**src/brs_pkg.sv**
```systemverilog
package brs_pkg;

  // Default geometry and weight precision.
  localparam int unsigned MAX_WIDTH_DEF        = 256;
  localparam int unsigned MAX_HEIGHT_DEF       = 256;
  localparam int unsigned WEIGHT_FRAC_BITS_DEF = 14;

  // Fixed field widths.
  localparam int unsigned COORD_W  = 12;
  localparam int unsigned CHAN_W   = 8;
  localparam int unsigned PIXEL_W  = 3 * CHAN_W;
  localparam int unsigned REG_W    = 9;
  localparam int unsigned SCALE_W  = 24;
  localparam int unsigned CFG_IDX_W = 2;
  localparam int unsigned FRAC_W   = 16;
  localparam int unsigned POS_W    = COORD_W + SCALE_W;
  localparam int unsigned INT_W    = POS_W - FRAC_W;
  localparam int unsigned TAP_W    = INT_W + 2;
  localparam int unsigned DIST_W   = FRAC_W + 2;
  localparam int unsigned CMP_W    = COORD_W + 1;

  // Queue between front and back.
  localparam int unsigned QUEUE_DEPTH = 2;
  localparam int unsigned QPTR_W      = $clog2(QUEUE_DEPTH);
  localparam int unsigned QCNT_W      = $clog2(QUEUE_DEPTH + 1);

  // Register indexes.
  localparam logic [CFG_IDX_W-1:0] CFG_SRC_WIDTH  = 2'd0;
  localparam logic [CFG_IDX_W-1:0] CFG_SRC_HEIGHT = 2'd1;
  localparam logic [CFG_IDX_W-1:0] CFG_INV_SCALE  = 2'd2;

  typedef enum logic {
    ITEM_LOAD    = 1'b0,
    ITEM_REQUEST = 1'b1
  } item_kind_e;

  typedef struct packed {
    item_kind_e                kind;
    logic [COORD_W-1:0]        column;
    logic [COORD_W-1:0]        row;
    logic [PIXEL_W-1:0]        pixel;
  } item_t;

  typedef struct packed {
    logic       valid;
    logic [2:0] tag;
  } krn_ctl_t;

endpackage

```
**src/brs_front.sv**
```systemverilog
module brs_front #(
  parameter int unsigned MAX_WIDTH  = brs_pkg::MAX_WIDTH_DEF,
  parameter int unsigned MAX_HEIGHT = brs_pkg::MAX_HEIGHT_DEF
) (
  input  logic                         clk_i,
  input  logic                         rst_ni,
  input  logic                         in_valid_i,
  output logic                         in_ready_o,
  input  logic                         cmd_i,
  input  logic [brs_pkg::COORD_W-1:0]  column_i,
  input  logic [brs_pkg::COORD_W-1:0]  row_i,
  input  logic [brs_pkg::CHAN_W-1:0]   red_in_i,
  input  logic [brs_pkg::CHAN_W-1:0]   green_in_i,
  input  logic [brs_pkg::CHAN_W-1:0]   blue_in_i,
  output logic                         item_valid_o,
  input  logic                         item_ready_i,
  output brs_pkg::item_t               item_o
);

  brs_pkg::item_t                     queue_q [brs_pkg::QUEUE_DEPTH];
  logic [brs_pkg::QPTR_W-1:0]         wr_ptr_q, rd_ptr_q;
  logic [brs_pkg::QCNT_W-1:0]         count_q;
  logic                               keep, push, pop;
  brs_pkg::item_t                     item_new;

  // Loads that fall outside the frame store are dropped here.
  always_comb begin
    item_new.kind   = brs_pkg::item_kind_e'(cmd_i);
    item_new.column = column_i;
    item_new.row    = row_i;
    item_new.pixel  = {red_in_i, green_in_i, blue_in_i};
    keep = (item_new.kind == brs_pkg::ITEM_REQUEST) ||
           (({1'b0, column_i} < brs_pkg::CMP_W'(MAX_WIDTH)) &&
            ({1'b0, row_i} < brs_pkg::CMP_W'(MAX_HEIGHT)));
  end

  assign in_ready_o   = (count_q != brs_pkg::QCNT_W'(brs_pkg::QUEUE_DEPTH));
  assign push         = in_valid_i && in_ready_o && keep;
  assign item_valid_o = (count_q != '0);
  assign pop          = item_valid_o && item_ready_i;
  assign item_o       = queue_q[rd_ptr_q];

  always_ff @(posedge clk_i) begin
    if (push) begin
      queue_q[wr_ptr_q] <= item_new;
    end
  end

  always_ff @(posedge clk_i or negedge rst_ni) begin
    if (!rst_ni) begin
      wr_ptr_q <= '0;
      rd_ptr_q <= '0;
      count_q  <= '0;
    end else begin
      if (push) wr_ptr_q <= wr_ptr_q + 1'b1;
      if (pop)  rd_ptr_q <= rd_ptr_q + 1'b1;
      count_q <= count_q + brs_pkg::QCNT_W'(push) - brs_pkg::QCNT_W'(pop);
    end
  end

  a_push_room: assert property (@(posedge clk_i) disable iff (!rst_ni)
    push |-> count_q < brs_pkg::QCNT_W'(brs_pkg::QUEUE_DEPTH))
    else $error("queue written while full");
  a_pop_count: assert property (@(posedge clk_i) disable iff (!rst_ni)
    (pop && !push) |=> count_q == $past(count_q) - 1'b1)
    else $error("queue count did not drop on pop");

endmodule

```
**config.mk**
```make
export PLATFORM = sky130hd
export DESIGN_NAME = brs_front
export DESIGN_NICKNAME = d
export VERILOG_FILES = /design/src/brs_pkg.sv /design/src/brs_front.sv
export SDC_FILE = /design/constraint.sdc
export NUM_CORES = 1
export LEC_CHECK = 0
export ABC_AREA = 1
export BUFFER_PORTS_ARGS = -buffer_cell sky130_fd_sc_hd__buf_2
export CAP_MARGIN = 20
export CELL_PAD_IN_SITES_DETAIL_PLACEMENT = 0
export CELL_PAD_IN_SITES_GLOBAL_PLACEMENT = 1
export CORE_MARGIN = 5
export CORE_UTILIZATION = 37
export DETAILED_ROUTE_END_ITERATION = 10
export MAX_ROUTING_LAYER = met4
export PLACE_DENSITY = 0.77
export SLEW_MARGIN = 20
export SYNTH_ARGS = -nofsm -noshare
export SYNTH_HDL_FRONTEND = slang
export SYNTH_SLANG_ARGS = --single-unit
```
**constraint.sdc**
```tcl
create_clock -name clk_i -period 3.2 [get_ports clk_i]
set_clock_uncertainty 0.15 [all_clocks]
set_input_delay 0.16 -clock clk_i [delete_from_list [all_inputs] [get_ports clk_i]]
set_output_delay 0.16 -clock clk_i [all_outputs]
set_load 0.005 [all_outputs]
```
Yosys cells after proc, flatten, opt, wreduce, memory -nomap -nowiden
Memories as Yosys holds them, arrays and structs flattened. Cells that the tools add are included.

Add/sub/neg operators: 4. Order comparisons: 2. Equality and inequality tests: 1. Multiplexer cells: 2. Reduce and logical (&&, ||, !) cells: 6.

Operator list (number): $lt A12 B9 Y1 const B (2); $logic_and A1 B1 Y1 (4); $add A1 B1 Y1 const B (2); $add A2 B1 Y2 (1); $mux W1 (2); $ne A2 B2 Y1 const B (1); $reduce_bool A2 Y1 (1); $sub A2 B1 Y2 (1); $logic_or A1 B1 Y1 (1).

Register bits after elaboration: 4. Memory bits (writable): 98. Input bits: 53. Output and inout bits: 51. Word-level logic and storage cells: 19. Memories: 1.

Memories: queue_q (words 2, width 49, rd ports 1, clocked after Yosys merged registers in 0, wr ports 1, RTL line brs_front.sv:20) `brs_pkg::item_t queue_q [brs_pkg::QUEUE_DEPTH];`.

Depth between registers and ports, before layout
Word-level depth: 6. Mapped depth: 8. Mapped depth without buffers: 8.

Worst setup path after synthesis
No wires, ideal clock.

Kind: flip-flop to flip-flop. From: reg count_q[1] (netlist bit). To: mem queue_q[1][0] (netlist bit) (enable). Library setup time: 456 ps. Arrival: 2740 ps. Setup slack: -145 ps. Stages on the path, launching flop included: 4. Buffers on the path: 0. Clock period less this slack: 3345 ps. Cells stage by stage: dfrtp_1 -> a21boi_1 -> nand2_1 -> nor2_1.

Cells in the longest elaborated chain, start to end: 5.

RTL lines: start, declared (RTL line brs_front.sv:22) `logic [brs_pkg::QCNT_W-1:0] count_q;`; start signal, assigned (RTL line brs_front.sv:57) `count_q <= count_q + brs_pkg::QCNT_W'(push) - brs_pkg::QCNT_W'(pop);`; $ne A2 B2 Y1 (RTL line brs_front.sv:37) `assign in_ready_o = (count_q != brs_pkg::QCNT_W'(brs_pkg::QUEUE_DEPTH));`; $logic_and A1 B1 Y1 (2 in series) (RTL line brs_front.sv:38) `assign push = in_valid_i && in_ready_o && keep;`; $mux W1 (RTL line brs_front.sv:44) `if (push) begin`; $mux W1 (not written as such) (RTL line brs_front.sv:45) `queue_q[wr_ptr_q] <= item_new;`; end, declared (RTL line brs_front.sv:20).

Every way passes these cells.

Worst setup path in the final report
From: in row_i[8] (netlist bit). To: mem queue_q[1][42] (netlist bit) (enable).

Cells in the longest elaborated chain, start to end: 6.

RTL lines: start, declared (RTL line brs_front.sv:11) `input logic [brs_pkg::COORD_W-1:0] row_i,`; $lt A12 B9 Y1 (RTL line brs_front.sv:34) `({1'b0, row_i} < brs_pkg::CMP_W'(MAX_HEIGHT)));`; $logic_and A1 B1 Y1 (RTL line brs_front.sv:33) `(({1'b0, column_i} < brs_pkg::CMP_W'(MAX_WIDTH)) &&`; $logic_or A1 B1 Y1 (RTL line brs_front.sv:32) `keep = (item_new.kind == brs_pkg::ITEM_REQUEST) ||`; $logic_and A1 B1 Y1 (RTL line brs_front.sv:38); $mux W1 (RTL line brs_front.sv:44); $mux W1 (not written as such) (RTL line brs_front.sv:45).

Every way passes these cells.

==> flow_summary.json <==
{
  "synth_seq_cells": 102,
  "synthAdderAreaFrac": 0.006496,
  "num_rows": 37,
  "hold_viol": 0,
  "drt-initial-drc-count": 88,
  "outcome": "finished, final reports clean",
  "grt_pass1_vias": 2703,
  "syn_area_per_cell_um2": 13.38,
  "grt_max_degree": 51,
  "maxSlewHeadroom": 0.4095,
  "synth_top_family_by_area": "simple AND/OR/NAND/NOR gates",
  "viasPerCell": 4.293,
  "p_leak_nw": 2.219,
  "synth_top_area_share": 0.7639,
  "final_cells": 587,
  "synth-simple-area-share": 0.1604,
  "layout_min_cycle_time_ns": 2.170,
  "insertion_delay_ns": 0.35,
  "start_util": 0.3765,
  "fin_setup_tns_ns": 0,
  "dp.final_hpwl_um": 4799,
  "grt_pass1_wl_um": 12880,
  "syn-num-nets": 343,
  "rsz0062_at_grt": "false",
  "hold_path_class": "input port to register",
  "synth-xor-area-share": 0.008769,
  "synthesis.area_mm2": 0.003852,
  "slew_viol_final": 0,
  "die_area_mm2": 0.01255,
  "crit_required_ns": 3.04,
  "synth_cells": 288,
  "drt_pass1_iterations": 4,
  "worstSetupStartpointType": "input port",
  "ys_warn_count": 0,
  "synth_flop_cell": "edfxtp_1",
  "nNetsFinal": 501,
  "period_share": 0.6782,
  "post_drt_wl_per_cell_um": 13.20,
  "die_height_um": 112.0,
  "setup_violations": 0,
  "async_flop_share": 0.03922,
  "root_buffer": "clkbuf_8",
  "cts_buffers": 9,
  "core-area_mm2": 0.01023,
  "synth-compound-area-share": 0.004222,
  "drcViolationCount": 0,
  "cts-resized-gates": 0,
  "max_cap_viol_count": 0,
  "muxShareOfSynthArea": 0,
  "io_pins": 104,
  "n_antenna_cell": 0,
  "post-cts-setup-buffers": 0,
  "cts_tree": "built",
  "clockBufferDepth": 2,
  "power_density_mw_per_mm2": 700.4,
  "fmax_mhz": 460.8,
  "synthTopCellsByArea": "edfxtp_1 76%, nand2_1 15%, dfrtp_1 2.6%",
  "postRouteAntennaNets": 0,
  "fp.dieW_um": 112.0,
  "cts_sinks": 102,
  "path_max_fanout": 49,
  "layout-drive-gt1-share": 0.2838,
  "path_clk_slew_ns": 0.09,
  "track_usage": 0.1333,
  "ys_seq_area_frac": 0.7899,
  "crit_arrival_ns": 2.01,
  "cts_hold_buf": 52,
  "worst_slew_pin_slew_ns": 0.8844,
  "ir_drop_mv": 0.2713,
  "antenna_found_initial": 0,
  "grt_overflow_total": 0,
  "wl_um": 7749,
  "worstSetupPathType": "input port to register",
  "dr_total_vias": 2520,
  "area_delta_synth_final_pct": 35.17,
  "gp_congestion": 0.7085,
  "synth.distinct_cells": 17,
  "numPortBuffers": 103,
  "cp-end-kind": "register",
  "cts_htree_levels": 3,
  "dp.cells": 519,
  "yosysTopAreaCell": "edfxtp_1",
  "synth-edff-count": 98
}
[Yosys cell counts (2+ instances only)]
cell	count
nand2_1	153
edfxtp_1	98
inv_1	6
nor2_1	5
buf_4	4
buf_6	4
dfrtp_1	4
buf_2	3
ha_1	2
xnor2_1	2
[power breakdown]
| group | total, W | switching [W] | leakage (nW) | internal, W |
|---|---|---|---|---|
| clock network | 0.000791 | 0.000426 | 0.0957 | 0.000365 |
| registers | 0.00171 | 0.0000473 | 0.941 | 0.00166 |
| logic | 0.00115 | 0.000692 | 1.18 | 0.000454 |
[per-stage QoR]
stage | setup slack (ns) | util | hold slack (ns) | power [W] | area [um2]
floorplan | 0.6685 | - | -0.2856 | 0.002425 | 3855
global placement | 1.240 | 0.4390 | -0.1722 | 0.002852 | 4492
global route | 0.8825 | 0.5090 | 0.1358 | 0.003919 | 5207
CTS | 1.017 | 0.5090 | 0.1109 | 0.003729 | 5207
detailed placement | 1.178 | 0.4390 | -0.1684 | 0.002882 | 4492
finish | 1.030 | 0.5090 | 0.1277 | 0.003647 | 5207
[layer usage]
metal  GRT usage  up-vias  share of wire
met2      0.2246       69           0.50
met5           -        -              0
li1            -     1275              -
met1      0.1527     1167           0.43
met3     0.04097        9          0.060
met4     0.04327        0          0.010
[sequential cells by signal, indices dropped and copies added, names as in the netlist]
name	flops
rd_ptr_q	1
queue_q	98
count_q	2
wr_ptr_q	1
[cells by family after synthesis]
kind of cell | count (synthesis)
simple gates | 161
xor+xnor | 3
buf+inv | 18
compound gates | 2
flops | 102
fa+ha+maj | 2
[path summary, 6_finish.rpt]
check	slack [ns]	startpoint	to	depth (start not counted)
min reg2reg	0.36	wr_ptr_q	wr_ptr_q	2
max	1.03	row_i[8]	queue_q[1][42]	8
min in group asynchronous	0.58	rst_ni	count_q[1]	3
max reg2reg	1.22	count_q[1]	queue_q[1][42]	4
min	0.13	in_valid_i	wr_ptr_q	4
max in group asynchronous	2.11	rst_ni	rd_ptr_q	3
[area by class of cell]
cell class                 count  area (um2)
multi-input combinational    168       700.7
sequential                   102        3044
clock buffer                   9       123.9
clock inverter                 7       71.32
inverter                       7       26.28
tap                          136       170.2
timing repair buffer         158        1071
fill                         895        5024
[critical path, stage by stage]
cell	delay, ns
dlygate4sd3_1	0.53
buf_2	0.13
nor2_1	0.11
nand2_1	0.08
o21ai_2	0.18
nand2_1	0.15
nor2_4	0.10
buf_4	0.55
[layout by cell type (no fill, tap or decap), types with 2 or more instances in the layout]
| cell type | count |
|---|---|
| nand2_1 | 153 |
| buf_2 | 103 |
| edfxtp_1 | 98 |
| dlygate4sd3_1 | 52 |
| clkbuf_8 | 9 |
| inv_1 | 5 |
| nor2_1 | 4 |
| inv_6 | 3 |
| dfrtp_1 | 3 |
| inv_2 | 2 |
| xnor2_1 | 2 |
| ha_1 | 2 |
| clkinv_1 | 2 |
| buf_4 | 2 |
(Power assumes the default switching activity.)
